**config.mk**
```make
export PLATFORM = sky130hd
export DESIGN_NAME = smsc_front
export DESIGN_NICKNAME = d
export VERILOG_FILES = /design/src/sv/smsc_pkg.sv /design/src/sv/smsc_front.sv
export SDC_FILE = /design/constraint.sdc
export NUM_CORES = 2
export LEC_CHECK = 0
export BUFFER_PORTS_ARGS = -buffer_cell sky130_fd_sc_hd__buf_2
export CELL_PAD_IN_SITES_DETAIL_PLACEMENT = 1
export CELL_PAD_IN_SITES_GLOBAL_PLACEMENT = 1
export CORE_MARGIN = 5
export CORE_UTILIZATION = 45
export CTS_CLUSTER_SIZE = 16
export DETAILED_ROUTE_END_ITERATION = 6
export PLACE_DENSITY_LB_ADDON = 0.1
export RECOVER_POWER = 100
export SLEW_MARGIN = 20
export SYNTH_ARGS = -nofsm -noshare
export SYNTH_HDL_FRONTEND = slang
export SYNTH_SLANG_ARGS = --single-unit
export TNS_END_PERCENT = 20
```
**constraint.sdc**
```tcl
create_clock -name clk -period 5.1 [get_ports clk]
set_input_delay 0.765 -clock clk [delete_from_list [all_inputs] [get_ports clk]]
set_output_delay 0.765 -clock clk [all_outputs]
set_load 0.02 [all_outputs]
```
**src/sv/smsc_pkg.sv**
```systemverilog
// ----------------------------------------------------------------------------
// smsc_pkg: shared types and constants
// Beat structures and sizing constants for the sample statistics core.
// ----------------------------------------------------------------------------
package smsc_pkg;

	localparam int MAX_SAMPLES_DEF = 64;
	localparam int FRAC_BITS_DEF   = 16;

	// One input beat.
	typedef struct packed {
		logic signed [31:0] sample;
		logic               last;
	} in_beat_t;

	// One result beat.
	typedef struct packed {
		logic signed [31:0] mean;
		logic        [30:0] std_dev;
		logic signed [31:0] coeff_var;
		logic               sd_invalid;
		logic               cov_invalid;
		logic               overflowed;
	} out_beat_t;

	// Job handed from the front end to the back end when a set closes.
	typedef struct packed {
		logic signed [47:0] sum;
		logic        [10:0] count;
		logic               ovf;
	} job_t;

endpackage

```
**src/sv/smsc_front.sv**
```systemverilog
// ----------------------------------------------------------------------------
// smsc_front: sample intake
// Stores samples, keeps the running sum and count, and posts a job on last.
// ----------------------------------------------------------------------------
module smsc_front #(
	parameter int MAX_SAMPLES = smsc_pkg::MAX_SAMPLES_DEF,
	localparam int AW = $clog2(MAX_SAMPLES),
	localparam int CW = $clog2(MAX_SAMPLES + 1)
) (
	input  logic                clk,
	input  logic                arst_n,
	input  logic                in_valid,
	input  smsc_pkg::in_beat_t  in_beat,
	output logic                job_valid,
	output smsc_pkg::job_t      job,
	input  logic [AW-1:0]       rd_addr,
	output logic signed [31:0]  rd_data
);

	logic signed [31:0] mem [MAX_SAMPLES];
	logic signed [47:0] sum_q;
	logic [CW-1:0]      cnt_q;
	logic               ovf_q;
	logic               room;
	logic signed [47:0] sum_nx;
	logic [CW-1:0]      cnt_nx;
	logic               ovf_nx;

	assign room   = cnt_q < CW'(MAX_SAMPLES);
	assign sum_nx = room ? sum_q + 48'(in_beat.sample) : sum_q;
	assign cnt_nx = room ? cnt_q + CW'(1) : cnt_q;
	assign ovf_nx = ovf_q | ~room;

	// Sample buffer, written at the fill count.
	always_ff @(posedge clk) begin
		if (in_valid && room)
			mem[cnt_q[AW-1:0]] <= in_beat.sample;
		rd_data <= mem[rd_addr];
	end

	// Running totals; a last beat hands them over and starts afresh.
	always_ff @(posedge clk or negedge arst_n) begin
		if (!arst_n) begin
			sum_q     <= '0;
			cnt_q     <= '0;
			ovf_q     <= 1'b0;
			job_valid <= 1'b0;
		end else begin
			job_valid <= in_valid && in_beat.last;
			if (in_valid) begin
				if (in_beat.last) begin
					sum_q <= '0;
					cnt_q <= '0;
					ovf_q <= 1'b0;
				end else begin
					sum_q <= sum_nx;
					cnt_q <= cnt_nx;
					ovf_q <= ovf_nx;
				end
			end
		end
	end

	// Job payload.
	always_ff @(posedge clk) begin
		if (in_valid && in_beat.last) begin
			job.sum   <= sum_nx;
			job.count <= 11'(cnt_nx);
			job.ovf   <= ovf_nx;
		end
	end

endmodule

```
==> impl_metrics.csv <==
group,metric,value,unit
run_status,outcome,"finished, violations left",
run_status,violations,"capacitance limit, slew limit",
placed_design,placed_area,91100,um^2
global_route,use_met1,0.347,
critical_path,worstPathMaxFanout,53,
route,drt-total-wl,243000,um
critical_path,crit_buf_inv,2,
cts,cts_max_path_buffers,3,
die,io_pins,135,
synth,synth_top_area_share,0.737,
cts,cts-resized-gates,0,
synth,seq_area_frac_synth,0.761,
global_route,overflow,0,
global_route,track_usage,0.247,
power,power_density,422,nW/um^2
sta,period_needed,4.43,ns
sta,setup_viol,0,
route,wl_per_cell,35.5,um
critical_path,slowest_delay,1.74,ns
power,total_power,41.2,mW
sta,clock.fmax,226,MHz
placed_design,dpl.cell_count,6424,
final_layout,fin_cells,6855,
final_layout,final_common_cell,"edfxtp_1",
sta,worst_slack,0.666,ns
die,die_w,446,um
final_layout,drive_gt1_frac,0.270,
critical_path,crit_required,5.83,ns
critical_path,crit_arrival,5.16,ns
final_layout,fin_area,97600,um^2
sta,tightest_slew,3.16,ns
final_layout,syn2layout_area_growth,13.9,%
synth,syn_inst,3785,
final_layout,final_cell_mix,"edfxtp_1, mux4_2, clkbuf_1, clkbuf_16, nand2_1",
synth,synth-seq-cells,2193,
route,viasPerCell,6.05,
cts,cts_setup_buffers,0,
cts,cts_tree,"yes",
route,first_iter_violations,4508,
die,die_h,446,um
route,ant_nets,0,
min_path,min_path_type,"in2reg",
synth,synth_edf_count,2104,
sta,finalHoldViolCount,0,
global_route,grt_busiest_layer,"met2",
critical_path,critPathTopFamily,"buffers and inverters",
placed_design,place.gp.congestion,0.822,
critical_path,cp-end-kind,"flop",
flow_run,drv_cap,89,
route,num_vias,41500,
global_route,grt_first_pass_wirelength,342000,um
synth,synthTopCellsByArea,"edfxtp_1, mux4_2, dfrtp_1",
sta,slew_headroom,-1.11,
synth,syn_area,85700,um^2
synth,async_flop_share,0.0260,
placed_design,dp_hpwl,145000,um
final_layout,nets,4230,
global_route,grt_util_met2,0.394,
global_route,grt_max_degree,76,
synth,synth_top_area_cell,"edfxtp_1",
global_route,antenna_found_initial,28,
synth,yosys_warnings,0,
synth,avgSynthCellArea,22.6,um^2
critical_path,cpMaxStageDelayCell,"clkbuf_2",
sta,setup-tns-final,0,ns
placed_design,port_buffers,130,
critical_path,start_kind,"primary input",
final_layout,nFillCells,16500,
die,placementRows,160,
critical_path,crit_top_cell,"mux4_2",
power,leakage,30.7,nW
global_route,use_met3,0.0555,
sta,maxSlewViolCount,3184,
sta,finalClockSkew,0.0285,ns
die,start_util,0.451,
power,vdd_drop_max,0.309,mV
cts,clkTransAtPathRegs,0.06,ns
sta,grt_setup_unrepaired,"false",
global_route,grt_pass1_vias,43500,
synth,synth_ff_type,"edfxtp_1",
cts,clkSinkCount,2193,
placed_design,dp_slack,0.957,ns
die,dieArea,199000,um^2
route,dr.pass1.iters,5,
cts,cts-hold-fix-buffers,1,
cts,htreeDepth,4,
critical_path,worstSetupPathType,"in2reg",
cts,clock_tree.root_cell,"clkbuf_16",
critical_path,path_cells,"clkbuf_2 > clkbuf_2 > mux4_2 > mux4_2 > mux4_2",
synth,synth_cell_types,65,
die,fp.coreArea,190000,um^2
cts,worstSkewPairLatency,0.86,ns
route,route.detailed.drc,0,
sta,fin_crit_sh,0.869,
cts,cts-buffers-inserted,223,
## final timing paths
path,start,endpoint,slack (ns),cells past startpoint
worst max-delay path,rd_addr[1],rd_data[15],0.67,5
worst min-delay path,in_valid,ovf_q,0.38,3
worst max register to register,cnt_q[6],mem[38][8],0.72,5
worst min register to register,sum_q[31],sum_q[31],0.52,2
max in group asynchronous,arst_n,sum_q[35],1.33,3
min in group asynchronous,arst_n,job_valid,0.56,2
## worst min-delay path, stage by stage
cell     delay, ns
buf_2         0.19
a21oi_1       0.18
nor2_1        0.05
## Yosys cell counts (27+ instances only)
master,n
a22o_1,31
nand2_1,99
xnor2_1,27
clkbuf_1,114
edfxtp_1,2104
o21ai_0,88
ha_1,48
dfxtp_1,32
nor2_1,108
buf_2,57
a21oi_1,59
dfrtp_1,57
mux4_2,664
## kinds of logic (layout without fill, tap and decap cells)
family | after synthesis | count (layout) | share of synthesized area
flops | 2193 | 2193 | 0.761
mux | 691 | 691 | 0.178
xor+xnor | 51 | 51 | 0.00521
compound gates | 287 | 287 | 0.0216
fa+ha+maj | 49 | 49 | 0.00724
simple gates | 292 | 292 | 0.0151
buf+inv | 221 | 770 | 0.0114
other cells | 1 | 11 | 0.0000438
## layout make-up
cell class / count / area [um^2] / share of cell area
clock inverters: 136 / 1220 / 0.0125
diodes: 7 / 17.5 / 0.000180
flip-flops and latches: 2193 / 65200 / 0.669
inverters: 15 / 56.3 / 0.000577
clock buffers: 287 / 6060 / 0.0621
repair buffers: 332 / 2080 / 0.0213
well taps: 2511 / 3140 / 0.0322
multi-input cells: 1374 / 19800 / 0.203
## per-layer routing
metal | vias to the layer above | share of wire
li1 | 16900 | -
met1 | 22800 | 0.42
met2 | 1442 | 0.48
met3 | 330 | 0.072
met4 | 6 | 0.025
met5 | - | 0.00019
## per-stage QoR
step | hold slack, ns | utilization
2_1_floorplan | 0.454 | -
3_3_place_gp | 0.504 | 0.480
3_5_place_dp | 0.520 | 0.480
4_1_cts | 0.216 | 0.518
5_1_grt | 0.329 | 0.514
6_report | 0.379 | 0.514
## registers in the layout (all words and copies together) (netlist names)
register   flops
cnt_q          7
ovf_q          1
rd_data       32
job           56
job_valid      1
sum_q         48
mem         2048
## where the power goes
group	internal (mW)	total (mW)	switching [mW]
Clock	9.32	16.3	6.93
Sequential	20.3	20.6	0.257
Combinational	1.61	4.35	2.74
Total	31.2	41.2	9.92
Power figures use the tool's default switching activity.
