<file path="src/sv/smsc_pkg.sv">
// ----------------------------------------------------------------------------
// smsc_pkg: shared types and constants
// Beat structures and sizing constants for the sample statistics core.
// ----------------------------------------------------------------------------
package smsc_pkg;

	localparam int MAX_SAMPLES_DEF = 64;
	localparam int FRAC_BITS_DEF   = 16;

	// One input beat.
	typedef struct packed {
		logic signed [31:0] sample;
		logic               last;
	} in_beat_t;

	// One result beat.
	typedef struct packed {
		logic signed [31:0] mean;
		logic        [30:0] std_dev;
		logic signed [31:0] coeff_var;
		logic               sd_invalid;
		logic               cov_invalid;
		logic               overflowed;
	} out_beat_t;

	// Job handed from the front end to the back end when a set closes.
	typedef struct packed {
		logic signed [47:0] sum;
		logic        [10:0] count;
		logic               ovf;
	} job_t;

endpackage

</file>
<file path="src/sv/smsc_back.sv">
// ----------------------------------------------------------------------------
// smsc_back: statistics sequencer
// Divides for the mean, sweeps the buffer for squared deviations, then
// divides, takes the square root and divides again for the cov.
// ----------------------------------------------------------------------------
module smsc_back #(
	parameter int MAX_SAMPLES = smsc_pkg::MAX_SAMPLES_DEF,
	parameter int FRAC_BITS   = smsc_pkg::FRAC_BITS_DEF,
	localparam int AW = $clog2(MAX_SAMPLES)
) (
	input  logic                clk,
	input  logic                arst_n,
	input  logic                job_valid,
	input  smsc_pkg::job_t      job,
	output logic                idle,
	output logic [AW-1:0]       rd_addr,
	input  logic signed [31:0]  rd_data,
	output logic                done,
	output smsc_pkg::out_beat_t res
);

	localparam logic [3:0] ST_IDLE = 4'd0, ST_MDIV = 4'd1, ST_SWEEP = 4'd2,
		ST_SQ = 4'd3, ST_ACC = 4'd4, ST_VDIV = 4'd5, ST_SQRT = 4'd6,
		ST_CDIV = 4'd7, ST_OUT = 4'd8;

	logic [3:0]          st_q;
	smsc_pkg::job_t      job_q;
	// Shared restoring divider: 128-bit dividend, 48-bit divisor.
	logic [127:0]        dq_q;
	logic [47:0]         dr_q;
	logic [47:0]         dd_q;
	logic [7:0]          it_q;
	logic [48:0]         trial;
	logic signed [47:0]  mean_q;
	logic [47:0]         am_q;
	logic [10:0]         idx_q;
	logic [10:0]         seen_q;
	logic signed [48:0]  dev_s1;
	// A deviation never exceeds the span of two 32-bit samples.
	logic [31:0]         mag;
	logic [63:0]         sq_s2;
	logic [127:0]        acc_q;
	logic [63:0]         sv_q;
	logic [63:0]         srem_q;
	logic [31:0]         root_q;
	logic [33:0]         strial;
	logic [30:0]         sd_q;
	logic                sdinv_q;
	logic                covinv_q;
	logic [6:0]          step_q;
	logic [63:0]         q;

	assign idle    = st_q == ST_IDLE;
	assign rd_addr = idx_q[AW-1:0];
	assign trial   = {dr_q, dq_q[127]} - {1'b0, dd_q};
	assign mag     = 32'(dev_s1[48] ? -dev_s1 : dev_s1);
	assign strial  = {srem_q[31:0], sv_q[63:62]} - {root_q, 2'b01};
	assign q       = dq_q[63:0];

	always_ff @(posedge clk or negedge arst_n) begin
		if (!arst_n) begin
			st_q <= ST_IDLE;
			done <= 1'b0;
		end else begin
			done <= 1'b0;
			case (st_q)
			ST_IDLE: if (job_valid) st_q <= ST_MDIV;
			ST_MDIV: if (it_q == 8'd128) st_q <= ST_SWEEP;
			ST_SWEEP: st_q <= ST_SQ;
			ST_SQ: st_q <= ST_ACC;
			ST_ACC: if (seen_q == job_q.count) st_q <= ST_VDIV;
			ST_VDIV: if (it_q == 8'd128) st_q <= ST_SQRT;
			ST_SQRT: if (step_q == 7'd32) st_q <= ST_CDIV;
			ST_CDIV: if (it_q == 8'd128) st_q <= ST_OUT;
			ST_OUT: begin
				st_q <= ST_IDLE;
				done <= 1'b1;
			end
			default: st_q <= ST_IDLE;
			endcase
		end
	end

	// Datapath of the sequencer.
	always_ff @(posedge clk) begin
		case (st_q)
		ST_IDLE: begin
			job_q <= job;
			// Dividend is |sum|, divisor is n.
			dq_q  <= {80'd0, job.sum[47] ? -job.sum : job.sum};
			dd_q  <= 48'(job.count);
			dr_q  <= '0;
			it_q  <= '0;
			acc_q <= '0;
			idx_q <= '0;
			seen_q <= '0;
		end
		ST_MDIV, ST_VDIV, ST_CDIV: begin
			if (it_q != 8'd128) begin
				if (!trial[48]) begin
					dr_q <= trial[47:0];
					dq_q <= {dq_q[126:0], 1'b1};
				end else begin
					dr_q <= {dr_q[46:0], dq_q[127]};
					dq_q <= {dq_q[126:0], 1'b0};
				end
				it_q <= it_q + 8'd1;
			end else if (st_q == ST_MDIV) begin
				mean_q  <= job_q.sum[47] ? -$signed(dq_q[47:0]) : $signed(dq_q[47:0]);
				am_q    <= dq_q[47:0];
				sdinv_q <= job_q.count < 11'd2;
				idx_q   <= 11'd1;
			end else if (st_q == ST_VDIV) begin
				sv_q   <= (dq_q[127:64] != 0 || dq_q[63:62] != 0) ? 64'd0 : dq_q[63:0];
				sd_q   <= 31'h7FFFFFFF;
				srem_q <= '0;
				// A variance beyond the root's range skips the root and saturates the sd.
				root_q <= (dq_q[127:64] != 0 || dq_q[63:62] != 0) ? 32'hFFFF_FFFF : 32'd0;
				step_q <= (dq_q[127:64] != 0 || dq_q[63:62] != 0) ? 7'd64 : 7'd0;
			end
		end
		ST_SWEEP, ST_SQ, ST_ACC: begin
			// Read, subtract, square and sum, one sample a cycle.
			if (idx_q < job_q.count) idx_q <= idx_q + 11'd1;
			dev_s1 <= 49'(rd_data) - 49'(mean_q);
			sq_s2  <= mag * mag;
			if (st_q == ST_ACC && seen_q != job_q.count) begin
				acc_q  <= acc_q + 128'(sq_s2);
				seen_q <= seen_q + 11'd1;
			end
			if (st_q == ST_ACC && seen_q == job_q.count) begin
				dq_q <= acc_q;
				dd_q <= sdinv_q ? 48'd1 : 48'(job_q.count - 11'd1);
				dr_q <= '0;
				it_q <= '0;
			end
		end
		ST_SQRT: begin
			// One root bit a cycle.
			if (step_q < 7'd32) begin
				if (!strial[33]) begin
					srem_q <= 64'(strial[33:0]);
					root_q <= {root_q[30:0], 1'b1};
				end else begin
					srem_q <= {srem_q[61:0], sv_q[63:62]};
					root_q <= {root_q[30:0], 1'b0};
				end
				sv_q   <= {sv_q[61:0], 2'b00};
				step_q <= step_q + 7'd1;
			end else begin
				if (step_q == 7'd32) sd_q <= sdinv_q ? 31'd0 :
					(root_q[31] ? 31'h7FFFFFFF : root_q[30:0]);
				covinv_q <= sdinv_q || mean_q == 0;
			end
			if (step_q == 7'd64) step_q <= 7'd32;
			if (step_q == 7'd32)
				dq_q <= 128'({(sdinv_q ? 31'd0 : (root_q[31] ? 31'h7FFFFFFF :
					root_q[30:0]))}) << FRAC_BITS;
			else
				dq_q <= {65'd0, sd_q, 32'd0} >> (32 - FRAC_BITS);
			dd_q <= (am_q == 0) ? 48'd1 : am_q;
			dr_q <= '0;
			it_q <= '0;
		end
		ST_OUT: begin
			res.mean        <= mean_q[31:0];
			res.std_dev     <= sd_q;
			res.sd_invalid  <= sdinv_q;
			res.cov_invalid <= covinv_q;
			res.overflowed  <= job_q.ovf;
			if (covinv_q)
				res.coeff_var <= '0;
			else if (!mean_q[47])
				res.coeff_var <= (q > 64'h7FFFFFFF) ? 32'h7FFFFFFF : q[31:0];
			else
				res.coeff_var <= (q > 64'h80000000) ? 32'h80000000 : -q[31:0];
		end
		default: ;
		endcase
	end

endmodule

</file>
<file path="config.mk">
export PLATFORM = sky130hd
export DESIGN_NAME = smsc_back
export DESIGN_NICKNAME = d
export VERILOG_FILES = /design/src/sv/smsc_pkg.sv /design/src/sv/smsc_back.sv
export SDC_FILE = /design/constraint.sdc
export NUM_CORES = 2
export LEC_CHECK = 0
export BUFFER_PORTS_ARGS = -buffer_cell sky130_fd_sc_hd__buf_2
export CORE_MARGIN = 4
export CORE_UTILIZATION = 35
export DETAILED_ROUTE_END_ITERATION = 6
export PLACE_DENSITY = 0.52
export SLEW_MARGIN = 20
export SYNTH_ARGS = -nofsm -noshare
export SYNTH_HDL_FRONTEND = slang
export SYNTH_SLANG_ARGS = --single-unit
</file>
<file path="constraint.sdc">
create_clock -name clk -period 18.47 [get_ports clk]
set_input_delay 0 -clock clk [delete_from_list [all_inputs] [get_ports clk]]
set_output_delay 0 -clock clk [all_outputs]
set_load 0.01 [all_outputs]
</file>
==> reports/qor.yml <==
worst_hold_path:
  min_path_cells: 2
  hold_end: "job_q[5]$_DFFE_PP_"
  hold_class: "in2reg"
  min_from: "job[5]"
clock_tree:
  cts-root-buf: "clkbuf_16"
  cts_resized: 0
  clock_path_buffers: 3
  hold_buffers: 137
  post_cts_buffers: 0
  htree_levels: 3
  cts_buffers: 92
  clock-sinks: 857
  clk_latency_ns: 0.72
  clkTransAtPathRegs_ns: 0.06
  tritoncts: "done"
routing:
  wl_per_cell_um: 22.6
  viasPerCell: 5.26
  drt_iter0_drc: 4968
  first_pass_iters: 7
  route.detailed.drc: 4
  ant_nets: 0
  via_count: 58112
  routed_wl_um: 249000
status:
  status: "finished with violations"
  violations: "DRC"
place:
  dp_hpwl_um: 189000
  finalWeightedCongestion: 0.910
  io_buffers: 200
  post-place-cells: 10718
synthesis:
  syn-num-nets: 9216
  syn_avg_cell_area_um2: 9.94
  synth_warnings: 0
  ys.flop_type: "edfxtp_1"
  syn_area_um2: 77700
  ys_types: 96
  synthCells: 7818
  ys_ff_latch: 857
  yosysSeqAreaShare: 0.331
  synth-async-reset-ratio: 0.00583
  synth_enable_flop_cells: 852
power:
  p_per_area_nw_per_um2: 47.8
  p_leak_nw: 38.0
  peakVddDrop_mv: 0.0641
die:
  dieArea_um2: 230000
  die_w_um: 479
  initial_core_util: 0.353
  core-area_um2: 220000
  io_pins: 201
  die_y_um: 479
  rows: 172
timing:
  max_freq_ghz: 0.0826
  finalCritPeriodShare: 0.656
  fin_tns_setup_ns: 0
  worstMarginPinSlew_ns: 1.17
  drv_slew: 0
  hold_viol: 0
  fin_crit_ns: 12.11
  rsz0062_at_grt: "no"
  setup_viol: 0
  relSlewSlack: 0.215
  clock_skew_ns: 0.0369
critical_path:
  required_ns: 18.91
  reg2reg_to: "sq_s2[56]$_DFFE_PN_"
  worst-path-max-fanout: 19
  max_stage_delay_ns: 0.92
  cpMostUsedCell: "fa_1"
  slowest_stage: "a2111oi_0"
  setup.worst_path.end_class: "flop"
  r2r_slack_ns: 6.36
  crit_buf_inv: 6
  rr_worst_depth: 34
  crit_type: "reg2reg"
  crit_arrival_ns: 12.55
  timing.rr.start: "dev_s1[5]$_DFFE_PN_"
  cp-start-kind: "flop"
  critPathTopFamily: "adder cells"
layout:
  layout_commonest_cell: "inv_1"
  layout_common_cells: "1234 x inv_1, 852 x edfxtp_1, 808 x fa_1"
  final_util: 0.392
  syn_to_final_growth_pct: 11.3
  fin_cells: 11038
  drive_gt1_frac: 0.0702
  finalNetCount: 9389
global_routing:
  grt_pass1_vias: 59710
  antenna_found_initial: 27
  grt_pass1_wl_um: 379000
  grt_max_degree: 156
  grt-ovfl-total: 0
  grt_usage: 0.215
flow_run:
  drv_cap: 0
[kinds of logic (layout without fill, tap and decap cells)]
logic type,Yosys count,after routing,share of synthesized area
AOI/OAI and AO/OA,1398,1398,0.121
buffers and inverters,1605,1855,0.0783
xor gates and xnor gates,443,443,0.0502
and+or+nand+nor,2155,2155,0.125
DFF,857,857,0.331
muxes,57,57,0.00737
adders and majority gates,1303,1303,0.288
other,0,12,0
[sequential cells by signal, indices dropped and copies added (netlist names), 4 cells and up]
register	cells
sd_q	31
dq_q	128
dev_s1	33
sv_q	64
dd_q	48
mean_q	48
it_q	8
idx_q	11
job_q	13
st_q	4
am_q	47
seen_q	11
srem_q	32
res	98
root_q	32
dr_q	48
step_q	7
sq_s2	63
acc_q	128
[how the worst max path moves through the flow]
stage / depth (start not counted) / endpoint / slack (ns) / from
finish: 34 / sq_s2[56]$_DFFE_PN_ / 6.36 / dev_s1[5]$_DFFE_PN_
global route: 34 / sq_s2[56]$_DFFE_PN_ / 5.84 / dev_s1[5]$_DFFE_PN_
CTS: 34 / sq_s2[56]$_DFFE_PN_ / 6.44 / dev_s1[6]$_DFFE_PN_
detailed placement: 34 / sq_s2[56]$_DFFE_PN_ / 6.51 / dev_s1[6]$_DFFE_PN_
global placement: 34 / sq_s2[56]$_DFFE_PN_ / 6.62 / dev_s1[7]$_DFFE_PN_
floorplan: 3 / done$_DFF_PN0_ / 6.29 / st_q[3]$_DFFE_PN0P_
[cell usage after synthesis (12+ instances only)]
library cell | n | area [um^2]
nand4_1 | 76 | 475
edfxtp_1 | 852 | 25600
buf_2 | 18 | 90.1
nand2b_1 | 48 | 300
a211oi_1 | 29 | 218
nand2_1 | 769 | 2890
xnor2_1 | 261 | 2290
or4_1 | 25 | 188
a21oi_1 | 351 | 1760
fa_1 | 808 | 16200
a2111oi_0 | 12 | 105
nand3_1 | 128 | 641
and3_1 | 55 | 344
a31o_2 | 13 | 114
a22oi_1 | 22 | 165
or3_1 | 52 | 325
nor3b_1 | 13 | 97.6
o22a_1 | 31 | 272
ha_1 | 495 | 6190
o31ai_1 | 119 | 893
nor2_1 | 714 | 2680
mux2i_1 | 55 | 551
inv_1 | 1234 | 4630
inv_2 | 13 | 48.8
o21ai_0 | 320 | 1600
nor3_1 | 82 | 410
o21bai_1 | 44 | 330
a222oi_1 | 31 | 310
buf_1 | 19 | 71.3
o41ai_1 | 15 | 131
a31oi_1 | 30 | 188
nor4_1 | 64 | 400
a22o_1 | 60 | 526
nor2b_1 | 38 | 238
o211ai_1 | 21 | 158
or2_2 | 13 | 81.3
xor2_1 | 179 | 1570
and4_1 | 15 | 131
a21o_1 | 139 | 1040
a2111oi_2 | 12 | 180
clkbuf_1 | 307 | 1150
o21a_1 | 37 | 278
and2_1 | 30 | 188
[stage by stage]
step | cell area [um^2] | total power (W) | setup WS (ns) | hold WS (ns)
final | 86500 | 0.00413 | 6.36 | 0.0675
after CTS | 86400 | 0.00417 | 6.44 | 0.00495
after detailed placement | 82000 | 0.00222 | 6.51 | -0.155
after global routing | 86500 | 0.00426 | 5.84 | 0.0451
after floorplan | 77700 | 0.00219 | 6.29 | -0.296
after global placement | 82000 | 0.00222 | 6.62 | -0.153
[area by class of cell]
| class | count | area [um^2] |
|---|---|---|
| multi-input combinational | 5356 | 46200 |
| inverter | 1253 | 4710 |
| fill | 21800 | 134000 |
| tap | 2958 | 3700 |
| sequential | 857 | 25700 |
| clock inverter | 62 | 634 |
| timing repair buffer | 431 | 3090 |
| clock buffer | 109 | 2390 |
| antenna | 12 | 30.0 |
[power by group]
group / leakage, nW / switching [W] / internal, W / total, W
sequential: 7.89 / 0 / 0.00211 / 0.00211
clock: 1.49 / 0.000845 / 0.00107 / 0.00192
combinational: 28.6 / 0.0000527 / 0.0000546 / 0.000107
[per-layer routing]
metal,up-vias,wire length (um),track usage
met2,1840,118000,0.358
met1,29305,109000,0.293
met5,-,0,0
met4,0,7500,0.0622
li1,26663,-,-
met3,304,14600,0.0278
Note: power is estimated with default switching activity, not from simulation.
